<file path="config.mk">
export PLATFORM = sky130hd
export DESIGN_NAME = bcf_graph_store
export DESIGN_NICKNAME = d
export VERILOG_FILES = /design/src/bcf_pkg.sv /design/src/bcf_graph_store.sv
export SDC_FILE = /design/constraint.sdc
export NUM_CORES = 2
export LEC_CHECK = 0
export BUFFER_PORTS_ARGS = -buffer_cell sky130_fd_sc_hd__buf_4
export CAP_MARGIN = 20
export CORE_AREA = 2 2 607 609
export DETAILED_ROUTE_END_ITERATION = 8
export DIE_AREA = 0 0 609 611
export MAX_ROUTING_LAYER = met4
export PLACE_DENSITY = 0.64
export SETUP_SLACK_MARGIN = 0.02
export SLEW_MARGIN = 10
export SYNTH_ARGS = -nofsm -noshare
export SYNTH_HDL_FRONTEND = slang
export SYNTH_SLANG_ARGS = --single-unit
export TNS_END_PERCENT = 10
</file>
<file path="constraint.sdc">
create_clock -name clk -period 17.6 [get_ports clk]
set_input_delay 1.76 -clock clk [delete_from_list [all_inputs] [get_ports clk]]
set_output_delay 1.76 -clock clk [all_outputs]
set_load 0.02 [all_outputs]
</file>
<file path="src/bcf_pkg.sv">
package bcf_pkg;

  localparam int NV        = 32;
  localparam int VW        = 6;
  localparam int VI_W      = $clog2(NV);
  localparam int MAX_EDGES = 128;
  localparam int NARCS     = 2 * MAX_EDGES;
  localparam int ARC_W     = $clog2(NARCS);
  localparam int EDGE_W    = $clog2(MAX_EDGES + 1);
  localparam int CLU_W     = 5;
  localparam int MASK_W    = 32;

  localparam logic [1:0] OP_ADD     = 2'd0;
  localparam logic [1:0] OP_ANALYZE = 2'd1;
  localparam logic [1:0] OP_CLEAR   = 2'd2;

  localparam logic [1:0] KIND_ACK     = 2'd0;
  localparam logic [1:0] KIND_MEMBER  = 2'd1;
  localparam logic [1:0] KIND_SUMMARY = 2'd2;

  typedef struct packed {
    logic [1:0]        kind;
    logic              accepted;
    logic [VW-1:0]     member_vertex;
    logic [CLU_W-1:0]  cluster_index;
    logic              cluster_end;
    logic [MASK_W-1:0] cutpoint_mask;
    logic [VW-1:0]     cutpoint_count;
    logic              last;
  } result_t;

  typedef struct packed {
    logic [VW-1:0]    v;
    logic [VW-1:0]    par;
    logic [ARC_W-1:0] arc;
    logic             arc_ok;
    logic [VW-1:0]    kids;
    logic [VW-1:0]    low;
    logic [VW-1:0]    disc;
  } frame_t;

  typedef struct packed {
    logic [VW-1:0] p;
    logic [VW-1:0] c;
  } tree_t;

  typedef struct packed {
    logic             arc_en;
    logic [ARC_W-1:0] arc_addr;
    logic [VW-1:0]    head_v;
    logic [VW-1:0]    tail_v;
  } graph_rd_t;

  typedef struct packed {
    logic [VW-1:0]    target;
    logic [ARC_W-1:0] next;
    logic [ARC_W-1:0] head;
    logic             head_ok;
    logic [ARC_W-1:0] tail;
  } graph_rsp_t;

  typedef enum logic [3:0] {
    S_IDLE, S_ROOT, S_ARC, S_ARCW, S_BACK, S_RET, S_POP, S_EMIT_U, S_TPOP, S_SUM
  } search_state_t;

  typedef enum logic [1:0] {T_IDLE, T_EDGE, T_ACK, T_SEARCH} top_state_t;

  function automatic logic [VI_W-1:0] vidx(input logic [VW-1:0] v);
    logic [VW-1:0] d;
    d = v - VW'(1);
    return d[VI_W-1:0];
  endfunction

endpackage

</file>
<file path="src/bcf_graph_store.sv">
module bcf_graph_store import bcf_pkg::*; (
  input  logic          clk,
  input  logic          rst,
  input  logic          add_start,
  input  logic          clear,
  input  logic [VW-1:0] add_u,
  input  logic [VW-1:0] add_v,
  input  logic [VW-1:0] n,
  output logic          add_ok,
  input  graph_rd_t     rd,
  output graph_rsp_t    rsp
);

  logic [VW-1:0]    target_mem [NARCS];
  logic [ARC_W-1:0] next_mem   [NARCS];
  logic [VW-1:0]    target_q;
  logic [ARC_W-1:0] next_q;

  logic [ARC_W-1:0] head [NV];
  logic [ARC_W-1:0] tail [NV];
  logic [NV-1:0]    hok;
  logic [EDGE_W-1:0] edges;
  logic             phase;
  logic [VW-1:0]    lat_u, lat_v;

  logic             wr;
  logic [VW-1:0]    from, to;
  logic [VI_W-1:0]  fi, tail_ix;
  logic [ARC_W-1:0] slot, tail_rd;

  assign add_ok = (add_u != '0) && (add_u <= n) && (add_v != '0) && (add_v <= n) &&
                  (edges < EDGE_W'(MAX_EDGES));

  always_comb begin
    wr      = (add_start && add_ok) || phase;
    from    = phase ? lat_v : add_u;
    to      = phase ? lat_u : add_v;
    fi      = vidx(from);
    slot    = ARC_W'({edges, phase});
    tail_ix = wr ? fi : vidx(rd.tail_v);
    tail_rd = tail[tail_ix];
  end

  // the tail arc's next entry is never used, so no end marker is stored
  always_ff @(posedge clk) begin
    if (wr) begin
      target_mem[slot] <= to;
      if (hok[fi]) next_mem[tail_rd] <= slot;
    end
    if (rd.arc_en) begin
      target_q <= target_mem[rd.arc_addr];
      next_q   <= next_mem[rd.arc_addr];
    end
  end

  always_ff @(posedge clk) begin
    if (wr) begin
      tail[fi] <= slot;
      if (!hok[fi]) head[fi] <= slot;
    end
    if (add_start && add_ok) begin
      lat_u <= add_u;
      lat_v <= add_v;
    end
  end

  always_ff @(posedge clk) begin
    if (rst || clear) begin
      hok   <= '0;
      edges <= '0;
      phase <= 1'b0;
    end else begin
      phase <= add_start && add_ok;
      if (wr) hok[fi] <= 1'b1;
      if (phase) edges <= edges + EDGE_W'(1);
    end
  end

  always_comb begin
    rsp.target  = target_q;
    rsp.next    = next_q;
    rsp.head    = head[vidx(rd.head_v)];
    rsp.head_ok = hok[vidx(rd.head_v)];
    rsp.tail    = tail_rd;
  end

endmodule

</file>
==> metrics.yaml <==
met2_usage: 0.325
final_max_slew_viol_count: 0
wirelength_um: 377000
synth_edf_count: 4121
clock_path_buffers: 4
drcViolationCount: 0
dr_total_vias: 76600
dp.cells: 11900
final_antenna_net_count: 0
critPathKind: "in -> out"
status: "completed"
arrival_ns: 7.49
synthArstFlopShare: 0
r2r-start: "phase$_SDFF_PP0_"
regToRegSetupSlack_ns: 9.96
met3_usage: 0.0322
synth_area_leaders: "edfxtp_1 75%, mux4_2 18%, nor2_1 0.89%"
power.density_nw_per_um2: 114
fmax_mhz: 108
finalCriticalPeriod_ns: 9.25
busiest_layer: "met2"
cts_setup_buffers: 0
cts_root_buf: "clkbuf_16"
final_cell_mix: "4121 x edfxtp_1, 1288 x mux4_2, 415 x clkbuf_16, 384 x nor2_1, 310 x buf_4"
dpl.hpwl_um: 222000
die_h_um: 611
min_to: "hok[25]$_SDFFE_PP0P_"
finalHoldViolCount: 0
fin_ws_ns: 8.35
drt_iter0_drc: 8844
synth_top_cell_by_area: "edfxtp_1"
synth_seq_cells: 4162
syn2layout_area_growth_pct: 12.6
dp_slack_ns: 8.32
worst-r2r-cell-count: 14
worst_path_max_delay_cell: "a32oi_4"
crit_path_end_kind: "output port"
setup-violations-final: 0
worstMarginPinSlew_ns: 1.28
ctsResizeCount: 0
grtUsageMet1: 0.289
cts.htree.levels: 5
chipWidth_um: 609
cts_hold_buffers: 0
cp_cell_sequence: "buf_4 > ha_1 > a21oi_1 > nor2_1 > o31a_2 > o41a_1 > buf_4 > a21oi_4 > buf_4 > mux2i_1 > mux2_2 > a211oi_2 > a32oi_4 > inv_4 > buf_4"
fin_hold_ws_ns: 0.501
worstHoldStart: "hok[25]$_SDFFE_PP0P_"
ys.flop_type: "edfxtp_1"
finalWeightedCongestion: 0.814
grt_pass1_vias: 77700
grt_use_total: 0.207
p_leak_nw: 55.0
synth_cell_type_count: 77
cts.sinks: 4162
critPathMaxFanout: 59
grt_first_pass_wirelength_um: 550000
clkTransAtPathRegs_ns: 0.06
start_kind: "input pin"
ys_seq_area_frac: 0.760
num_rows: 222
antenna_found_initial: 15
die_area_um2: 372000
io_pins: 75
drive_gt1_frac: 0.311
avgSynthCellArea_um2: 22.7
overflow: 0
num-nets-final: 7607
cts_made_buffers: 413
fin_crit_sh: 0.526
whs_path_depth: 2
fill_cells: 28300
yosysWarnings: 0
reg2reg_to: "next_mem[110][3]$_DFFE_PP_"
cp-startpoint: "add_u[3]"
initial_core_util: 0.449
hp-class: "reg -> reg"
peakVddDrop_uv: 93.6
port_buffers: 72
viasPerCell: 6.01
instances_no_fill: 12700
path_common_cell: "buf_4"
synth_top_area_frac: 0.755
synth_cells: 7228
maxSlewHeadroom: 0.147
firstDrtPassIters: 5
rsz0062_at_grt: "false"
mappedNetlistArea_um2: 164000
maxCapViolations: 0
grt_max_degree: 205
clock_skew_ns: 0.139
layout_commonest_cell: "edfxtp_1"
cts_tree: "built"
wl_per_cell_um: 29.6
fin_util: 0.506
clk_latency_ns: 1.02
setup_tns_ns: 0
core-area_um2: 365000
worstPathRequired_ns: 15.84
max_stage_delay_ns: 0.90
synth_nets: 7291
## cell usage after synthesis (20+ instances only)
cell type / count
edfxtp_1: 4121
mux4_2: 1288
nor2_1: 387
clkbuf_1: 291
nor3_1: 170
nor3_2: 131
nand2_1: 125
buf_1: 71
buf_2: 65
mux2i_1: 51
dfxtp_1: 41
inv_1: 34
nand3_1: 34
mux2_2: 27
o211ai_1: 27
a211oi_1: 26
o21ai_0: 23
buf_6: 22
ha_1: 20
## layer usage
metal,up-vias,wire [µm]
li1,31500,-
met3,485,28300
met4,0,8660
met2,3133,184000
met5,-,0
met1,41400,155000
## worst max-delay path, delay by kind of cell
| family | cells | cell delay, ns |
|---|---|---|
| buffers and inverters | 5 | 1.84 |
| adder cells (fa/ha/maj) | 1 | 0.32 |
| AND/OR/NAND/NOR | 1 | 0.08 |
| AO/OA/AOI/OAI | 6 | 2.99 |
| multiplexers | 2 | 0.42 |
## per-stage QoR
step / instance area, µm² / total power [W]
final: 185000 / 0.0210
after global routing: 185000 / 0.0215
after CTS: 184000 / 0.0211
after detailed placement: 171000 / 0.0125
after global placement: 170000 / 0.0125
after floorplan: 164000 / 0.0120
## worst max-delay path by stage
stage	endpoint	depth (start not counted)	slack (ns)
floorplan	target_mem[0][0]$_DFFE_PP_	4	2.12
global placement	next_mem[82][0]$_DFFE_PP_	17	8.43
detailed placement	next_mem[111][1]$_DFFE_PP_	18	8.32
CTS	rsp[6]	16	8.39
global route	rsp[6]	15	8.13
finish	rsp[6]	15	8.35
## kinds of logic (layout without fill, tap and decap cells)
family,Yosys count,in the layout,synth area share
AOI/OAI and AO/OA,205,205,0.0107
xor gates and xnor gates,17,17,0.000908
adders and majority gates,20,20,0.00153
other,0,37,0
and+or+nand+nor,954,954,0.0317
muxes,1368,1368,0.182
buffers and inverters,502,1164,0.0134
DFF,4162,4162,0.760
## registers in the layout (all words and copies together), names as in the netlist
signal      cells
next_mem     2048
target_mem   1536
head          256
tail          256
hok            32
edges           8
next_q          8
lat_u           6
target_q        6
lat_v           5
phase           1
## power by group
part	leakage, nW	switching (W)	internal, W
logic	12.0	0.000974	0.000471
clock network	6.47	0.00371	0.00495
registers	36.6	0.00000759	0.0108
total	55.0	0.00470	0.0163
## cell type report
type	count	area (µm²)	share of cell area
flip-flops and latches	4162	125000	0.675
multi-input cells	2564	37400	0.203
clock buffers	490	10700	0.0578
well taps	4816	6030	0.0326
repair buffers	365	2970	0.0161
clock inverters	271	2650	0.0143
inverters	38	153	0.000827
diodes	37	92.6	0.000502
No activity file was read; power rests on OpenSTA's default activity.
