### config.mk
export PLATFORM = sky130hd
export DESIGN_NAME = bcf_search
export DESIGN_NICKNAME = d
export VERILOG_FILES = /design/src/bcf_pkg.sv /design/src/bcf_search.sv
export SDC_FILE = /design/constraint.sdc
export NUM_CORES = 2
export LEC_CHECK = 0
export BUFFER_PORTS_ARGS = -buffer_cell sky130_fd_sc_hd__buf_4
export CAP_MARGIN = 30
export CORE_MARGIN = 2
export CORE_UTILIZATION = 50
export DETAILED_ROUTE_END_ITERATION = 6
export PLACE_DENSITY = 0.66
export SLEW_MARGIN = 5
export SYNTH_ARGS = -nofsm -noshare
export SYNTH_HDL_FRONTEND = slang
export SYNTH_SLANG_ARGS = --single-unit
### constraint.sdc
create_clock -name clk -period 8.6 [get_ports clk]
set_input_delay 0 -clock clk [delete_from_list [all_inputs] [get_ports clk]]
set_output_delay 0 -clock clk [all_outputs]
set_load 0.01 [all_outputs]
### src/bcf_pkg.sv
package bcf_pkg;

  localparam int NV        = 32;
  localparam int VW        = 6;
  localparam int VI_W      = $clog2(NV);
  localparam int MAX_EDGES = 128;
  localparam int NARCS     = 2 * MAX_EDGES;
  localparam int ARC_W     = $clog2(NARCS);
  localparam int EDGE_W    = $clog2(MAX_EDGES + 1);
  localparam int CLU_W     = 5;
  localparam int MASK_W    = 32;

  localparam logic [1:0] OP_ADD     = 2'd0;
  localparam logic [1:0] OP_ANALYZE = 2'd1;
  localparam logic [1:0] OP_CLEAR   = 2'd2;

  localparam logic [1:0] KIND_ACK     = 2'd0;
  localparam logic [1:0] KIND_MEMBER  = 2'd1;
  localparam logic [1:0] KIND_SUMMARY = 2'd2;

  typedef struct packed {
    logic [1:0]        kind;
    logic              accepted;
    logic [VW-1:0]     member_vertex;
    logic [CLU_W-1:0]  cluster_index;
    logic              cluster_end;
    logic [MASK_W-1:0] cutpoint_mask;
    logic [VW-1:0]     cutpoint_count;
    logic              last;
  } result_t;

  typedef struct packed {
    logic [VW-1:0]    v;
    logic [VW-1:0]    par;
    logic [ARC_W-1:0] arc;
    logic             arc_ok;
    logic [VW-1:0]    kids;
    logic [VW-1:0]    low;
    logic [VW-1:0]    disc;
  } frame_t;

  typedef struct packed {
    logic [VW-1:0] p;
    logic [VW-1:0] c;
  } tree_t;

  typedef struct packed {
    logic             arc_en;
    logic [ARC_W-1:0] arc_addr;
    logic [VW-1:0]    head_v;
    logic [VW-1:0]    tail_v;
  } graph_rd_t;

  typedef struct packed {
    logic [VW-1:0]    target;
    logic [ARC_W-1:0] next;
    logic [ARC_W-1:0] head;
    logic             head_ok;
    logic [ARC_W-1:0] tail;
  } graph_rsp_t;

  typedef enum logic [3:0] {
    S_IDLE, S_ROOT, S_ARC, S_ARCW, S_BACK, S_RET, S_POP, S_EMIT_U, S_TPOP, S_SUM
  } search_state_t;

  typedef enum logic [1:0] {T_IDLE, T_EDGE, T_ACK, T_SEARCH} top_state_t;

  function automatic logic [VI_W-1:0] vidx(input logic [VW-1:0] v);
    logic [VW-1:0] d;
    d = v - VW'(1);
    return d[VI_W-1:0];
  endfunction

endpackage

### src/bcf_search.sv
module bcf_search import bcf_pkg::*; (
  input  logic          clk,
  input  logic          rst,
  input  logic          start,
  input  logic [VW-1:0] n,
  output graph_rd_t     gq,
  input  graph_rsp_t    gr,
  output logic          emit_valid,
  output result_t       emit_res,
  input  logic          emit_ready
);

  search_state_t state, state_next;

  logic [VW-1:0]     root, root_next;
  frame_t            cur, cur_next;
  logic [VW-1:0]     sp, sp_next, esp, esp_next, tcnt, tcnt_next;
  logic [VW-1:0]     child_low, child_low_next, cuts, cuts_next;
  logic [CLU_W-1:0]  clusters, clusters_next;
  logic [MASK_W-1:0] mask, mask_next;
  logic [NV-1:0]     vis, vis_next;

  logic [VW-1:0] disc_mem [NV];
  frame_t        frame_mem [NV];
  tree_t         tree_mem [NV];
  logic [VW-1:0] disc_q;
  frame_t        frame_q;
  tree_t         tree_q;

  logic            disc_we, disc_re, frame_we, frame_re, tree_we, tree_re;
  logic [VI_W-1:0] disc_wa, disc_ra, frame_wa, frame_ra, tree_wa, tree_ra;
  logic [VW-1:0]   disc_wd, t_new;
  frame_t          frame_wd;
  tree_t           tree_wd;

  logic          mark_en;
  logic [VW-1:0] mark_v, w, vis_v;
  logic          is_last, visited;

  // each entry is written well before it is read back, no forwarding needed
  always_ff @(posedge clk) begin
    if (disc_we) disc_mem[disc_wa] <= disc_wd;
    if (disc_re) disc_q <= disc_mem[disc_ra];
    if (frame_we) frame_mem[frame_wa] <= frame_wd;
    if (frame_re) frame_q <= frame_mem[frame_ra];
    if (tree_we) tree_mem[tree_wa] <= tree_wd;
    if (tree_re) tree_q <= tree_mem[tree_ra];
  end

  always_ff @(posedge clk) begin
    if (rst) begin
      state <= S_IDLE;
    end else begin
      state <= state_next;
    end
  end

  always_ff @(posedge clk) begin
    root      <= root_next;
    cur       <= cur_next;
    sp        <= sp_next;
    esp       <= esp_next;
    tcnt      <= tcnt_next;
    child_low <= child_low_next;
    cuts      <= cuts_next;
    clusters  <= clusters_next;
    mask      <= mask_next;
    vis       <= vis_next;
  end

  always_comb begin
    w       = gr.target;
    is_last = (cur.arc == gr.tail);
    vis_v   = (state == S_ROOT) ? root : w;
    visited = vis[vidx(vis_v)];
    t_new   = tcnt + VW'(1);

    gq.arc_en   = 1'b0;
    gq.arc_addr = cur.arc;
    gq.head_v   = vis_v;
    gq.tail_v   = cur.v;

    state_next     = state;
    root_next      = root;
    cur_next       = cur;
    sp_next        = sp;
    esp_next       = esp;
    tcnt_next      = tcnt;
    child_low_next = child_low;
    cuts_next      = cuts;
    clusters_next  = clusters;
    mask_next      = mask;
    vis_next       = vis;

    disc_we  = 1'b0;
    disc_wa  = vidx(vis_v);
    disc_wd  = t_new;
    disc_re  = 1'b0;
    disc_ra  = vidx(w);
    frame_we = 1'b0;
    frame_wa = sp[VI_W-1:0];
    frame_wd = cur;
    frame_re = 1'b0;
    frame_ra = VI_W'(sp - VW'(1));
    tree_we  = 1'b0;
    tree_wa  = esp[VI_W-1:0];
    tree_wd  = '{p: cur.v, c: w};
    tree_re  = 1'b0;
    tree_ra  = VI_W'(esp - VW'(1));

    mark_en    = 1'b0;
    mark_v     = cur.v;
    emit_valid = 1'b0;
    emit_res   = '0;

    unique case (state)
      S_IDLE: begin
        if (start) begin
          vis_next      = '0;
          mask_next     = '0;
          cuts_next     = '0;
          tcnt_next     = '0;
          root_next     = n;
          esp_next      = '0;
          clusters_next = '0;
          state_next    = S_ROOT;
        end
      end
      S_ROOT: begin
        if (root == '0) begin
          state_next = S_SUM;
        end else if (visited) begin
          root_next = root - VW'(1);
        end else begin
          tcnt_next             = t_new;
          disc_we               = 1'b1;
          vis_next[vidx(root)]  = 1'b1;
          cur_next = '{v: root, par: '0, arc: gr.head, arc_ok: gr.head_ok,
                       kids: '0, low: t_new, disc: t_new};
          sp_next    = '0;
          tree_we    = 1'b1;
          tree_wd    = '{p: '0, c: root};
          esp_next   = esp + VW'(1);
          state_next = S_ARC;
        end
      end
      S_ARC: begin
        if (cur.arc_ok) begin
          gq.arc_en  = 1'b1;
          state_next = S_ARCW;
        end else begin
          state_next = S_RET;
        end
      end
      S_ARCW: begin
        cur_next.arc    = gr.next;
        cur_next.arc_ok = !is_last;
        if (w == cur.par || w == '0 || w > n) begin
          state_next = S_ARC;
        end else if (visited) begin
          disc_re    = 1'b1;
          state_next = S_BACK;
        end else begin
          // descend: spill the current frame, the child becomes current
          frame_we      = 1'b1;
          frame_wd      = cur;
          frame_wd.arc  = gr.next;
          frame_wd.arc_ok = !is_last;
          frame_wd.kids = cur.kids + VW'(1);
          sp_next       = sp + VW'(1);
          tcnt_next     = t_new;
          disc_we       = 1'b1;
          vis_next[vidx(w)] = 1'b1;
          tree_we       = 1'b1;
          esp_next      = esp + VW'(1);
          cur_next = '{v: w, par: cur.v, arc: gr.head, arc_ok: gr.head_ok,
                       kids: '0, low: t_new, disc: t_new};
          state_next = S_ARC;
        end
      end
      S_BACK: begin
        if (disc_q < cur.low) cur_next.low = disc_q;
        state_next = S_ARC;
      end
      S_RET: begin
        if (sp == '0) begin
          // root of a tree is a cutpoint only with two or more tree children
          if (cur.kids > VW'(1)) mark_en = 1'b1;
          root_next  = root - VW'(1);
          state_next = S_ROOT;
        end else begin
          frame_re       = 1'b1;
          child_low_next = cur.low;
          state_next     = S_POP;
        end
      end
      S_POP: begin
        cur_next     = frame_q;
        cur_next.low = (child_low < frame_q.low) ? child_low : frame_q.low;
        sp_next      = sp - VW'(1);
        if (child_low >= frame_q.disc) begin
          if (frame_q.par != '0) begin
            mark_en = 1'b1;
            mark_v  = frame_q.v;
          end
          state_next = S_EMIT_U;
        end else begin
          state_next = S_ARC;
        end
      end
      S_EMIT_U: begin
        emit_valid             = 1'b1;
        emit_res.kind          = KIND_MEMBER;
        emit_res.member_vertex = cur.v;
        emit_res.cluster_index = clusters;
        if (emit_ready) begin
          tree_re    = 1'b1;
          esp_next   = esp - VW'(1);
          state_next = S_TPOP;
        end
      end
      S_TPOP: begin
        emit_valid             = 1'b1;
        emit_res.kind          = KIND_MEMBER;
        emit_res.member_vertex = tree_q.c;
        emit_res.cluster_index = clusters;
        emit_res.cluster_end   = (tree_q.p == cur.v);
        if (emit_ready) begin
          if (tree_q.p == cur.v) begin
            clusters_next = clusters + CLU_W'(1);
            state_next    = S_ARC;
          end else begin
            tree_re  = 1'b1;
            esp_next = esp - VW'(1);
          end
        end
      end
      S_SUM: begin
        emit_valid              = 1'b1;
        emit_res.kind           = KIND_SUMMARY;
        emit_res.cutpoint_mask  = mask;
        emit_res.cutpoint_count = cuts;
        emit_res.last           = 1'b1;
        if (emit_ready) state_next = S_IDLE;
      end
      default: state_next = S_IDLE;
    endcase

    if (mark_en && !mask[vidx(mark_v)]) begin
      mask_next[vidx(mark_v)] = 1'b1;
      cuts_next               = cuts + VW'(1);
    end
  end

endmodule

==> impl_metrics.py <==
metrics = {
    "global_route": {
        "grt_pass1_wl_um": 285000,
        "first_global_vias": 40688,
        "antenna_found_initial": 4,
        "grt_usage_pct": 23.4,
        "grt_start_max_net_pins": 124,
        "globalRouteOverflowTotal": 0,
    },
    "worst_setup_path": {
        "setup.worst_path.end": "frame_mem[25][25]",
        "start_kind": "flip-flop",
        "ff2ff_path_depth": 14,
        "critPathRequiredTime_ps": 9070,
        "r2r_start": "state[0]",
        "cp.arrival_ps": 7240,
        "startpoint": "state[0]",
        "r2r_setup_slack_ps": 1830,
        "endpoint_kind": "flip-flop",
        "path_class": "flip-flop to flip-flop",
        "cp_max_fo": 20,
        "rr_endpoint": "frame_mem[25][25]",
    },
    "sta": {
        "slew_violations": 0,
        "hold_viol": 0,
        "fin_crit_sh_pct": 78.8,
        "maxSlewHeadroom_pct": 30.8,
        "fin_crit_ps": 6770,
        "rsz0062_at_grt": "false",
        "tightest_slew_ps": 1030,
        "max_clock_freq_ghz": 0.148,
        "hold_slack_ps": 64.5,
        "fin_worst_skew_ps": 22.8,
        "setup-violations-final": 0,
        "setup_tns_ps": 0,
    },
    "synth": {
        "yosys.area_share.simple_pct": 3.51,
        "synth_warnings": 0,
        "synth_fp_nets": 4042,
        "synth_compound_area_share_pct": 2.27,
        "synth_top_family_by_area": "multiplexers",
        "synthMuxAreaShare_pct": 17.0,
        "synthAdderAreaFrac_pct": 0.844,
        "seq_area_frac_synth_pct": 74.3,
        "post_synth_xor_area_fraction_pct": 0.698,
        "synth_flop_cell": "edfxtp_1",
        "synth_cell_type_count": 74,
        "synth_seq_cells": 2028,
        "netlist_area_um2": 81500,
        "synth-edff-count": 1992,
        "async_flop_share_pct": 0,
        "postSynthCellCount": 3946,
        "syn_area_per_cell_um2": 20.7,
    },
    "clocking": {
        "cts_buffers": 194,
        "ctsHtreeMaxLevel": 4,
        "ctsRootBufferMaster": "clkbuf_16",
        "clkSinkCount": 2028,
        "clk_latency_ps": 830,
        "tritoncts": "yes",
        "clk_path_buf_depth": 3,
        "clk_pin_slew_ps": 60,
    },
    "floorplan": {
        "ios": 117,
        "dieArea_um2": 166000,
        "start_util_pct": 50.2,
        "rows": 148,
        "die_w_um": 408,
        "die_y_um": 408,
        "coreArea_um2": 162000,
    },
    "drt": {
        "vias": 40585,
        "via_per_inst": 6.16,
        "first_iter_violations": 5355,
        "route.detailed.drc": 7,
        "ant_nets": 0,
        "routedWlPerCell_um": 29.4,
        "wirelength_um": 194000,
        "drtPass1Iterations": 7,
    },
    "hold_path": {
        "hp-start": "n[0]",
        "hold_path.class": "input port to flip-flop",
        "worst_hold_path.num_cells": 4,
    },
    "pwr": {
        "power_density_nw_per_um2": 357,
        "p_leak_nw": 29.7,
        "ir_worst_vdd_mv": 0.416,
    },
    "job": {
        "cap_violations": 0,
    },
    "layout": {
        "seqCellArea_um2": 60500,
        "fin_nets": 4352,
        "drive_gt1_share_pct": 29.1,
        "multi_input_area_um2": 20300,
        "n_fill_cell": 11706,
        "area_growth_pct": 14.1,
    },
    "placement": {
        "dpl.hpwl_um": 118000,
        "io_buffers": 115,
        "gp_congestion": 0.885,
    },
    "run_status": {
        "status": "finished with violations",
        "violations": "design-rule violations",
    },
}
-- where the power goes --
part | internal [mW] | total (mW) | switching [mW]
combinational | 4.56 | 11.5 | 6.96
clock | 4.80 | 8.43 | 3.63
sequential | 13.0 | 13.3 | 0.333
total | 22.3 | 33.2 | 10.9
-- final cells by class --
cell class / instances / area share, %
Inverter: 53 / 0.214
Timing Repair Buffer: 339 / 3.21
Sequential cell: 2028 / 65.1
Clock inverter: 117 / 1.20
Clock buffer: 234 / 5.53
Multi-Input combinational cell: 1640 / 21.8
Tap cell: 2175 / 2.93
Antenna cell: 1 / 0.00269
-- worst max-delay path, cell delays in order, from the launching register on --
cell and delay (ps):
dfxtp_1 700, nor4b_4 290, buf_4 280, mux2i_2 230
buf_4 260, ha_1 320, nor3_1 100, nor3_1 660
o2111ai_1 240, or3_1 700, nor3_4 290, buf_4 380
nand2_1 530, nor2_4 890, buf_4 490
-- timing repair --
action	CTS	global route
hold endpoints to repair	85	0
setup buffers	0	0
gates resized for setup	0	0
hold buffers	54	0
-- cell usage after synthesis (14+ instances only) --
| library cell | count | share of area [%] |
|---|---|---|
| nor3_1 | 48 | 0.29 |
| edfxtp_1 | 1992 | 73 |
| o21ai_0 | 43 | 0.26 |
| a22o_1 | 27 | 0.29 |
| and3_1 | 14 | 0.11 |
| dfxtp_1 | 36 | 0.88 |
| xor2_1 | 20 | 0.21 |
| a32o_1 | 19 | 0.23 |
| nand2_1 | 109 | 0.50 |
| and2_1 | 55 | 0.42 |
| nand2b_1 | 15 | 0.12 |
| nor2_1 | 238 | 1.1 |
| xnor2_1 | 45 | 0.48 |
| mux2i_1 | 19 | 0.23 |
| mux2_2 | 67 | 0.93 |
| mux4_2 | 569 | 16 |
| o22ai_1 | 24 | 0.18 |
| a21oi_1 | 45 | 0.28 |
| nand3_1 | 32 | 0.20 |
| ha_1 | 55 | 0.84 |
| clkbuf_1 | 152 | 0.70 |
| buf_1 | 46 | 0.21 |
| inv_1 | 50 | 0.23 |
| nor2b_1 | 22 | 0.17 |
| buf_4 | 17 | 0.16 |
-- cell usage in the layout (no fill, tap or decap), drive strengths merged, types with 19 or more instances in the layout --
cell,Yosys,layout
ha,55,55
o22ai,24,24
a32o,19,19
and2,55,55
a22o,27,27
nor2b,22,22
xnor2,45,45
mux2i,20,20
mux4,573,573
clkinv,2,83
edfxtp,1992,1992
nor2,239,239
nand3,32,32
a21oi,45,45
clkbuf,152,234
inv,51,58
nand2,111,111
o21ai,44,44
nor3,49,49
dlygate4sd3,0,54
xor2,20,20
mux2,67,67
dfxtp,36,36
buf,73,284
-- cells by family after synthesis --
group           count (synthesis)
other cells                     1
mux                           660
fa+ha+maj                      55
buf+inv                       278
compound gates                260
simple gates                  599
xor+xnor                       65
flops                        2028
-- flip-flops by register name, indices dropped and copies added, names as in the netlist, 5 cells and up --
signal and flops:
root 6, cur 25, child_low 6, disc_mem 192, frame_mem 1248, cuts 6
tree_q 12, disc_q 6, vis 32, clusters 5, esp 5, frame_q 39
sp 6, mask 32, tree_mem 384, gq 14, tcnt 6
-- metal layers --
metal	wire [µm]	global-route usage [%]	up-vias
li1	-	-	16958
met1	81400	34.4	21558
met2	92500	36.6	1787
met3	13800	3.31	278
met4	6090	7.80	4
met5	22	0	-
-- through the flow --
stage               area, µm²  worst slack [ps]  instances  utilization [%]  power, mW
global placement        85700              2000       6137             52.8       24.9
CTS                     92900              1860       6576             57.2       33.4
floorplan               81500              2260       3946                -       20.6
finish                  93000              1830       6587             57.3       33.2
detailed placement      86100              1890       6171             53.0       25.0
global route            93000              1370       6586             57.3       34.4
-- how the worst min path moves through the flow --
stage                          end  slack (ps)
after floorplan           state[0]          70
after global placement    state[3]         260
after detailed placement  state[0]         260
after CTS                  root[2]           1
after global routing       root[0]          60
final                      root[0]          60
No activity file was read; power rests on OpenSTA's default activity.
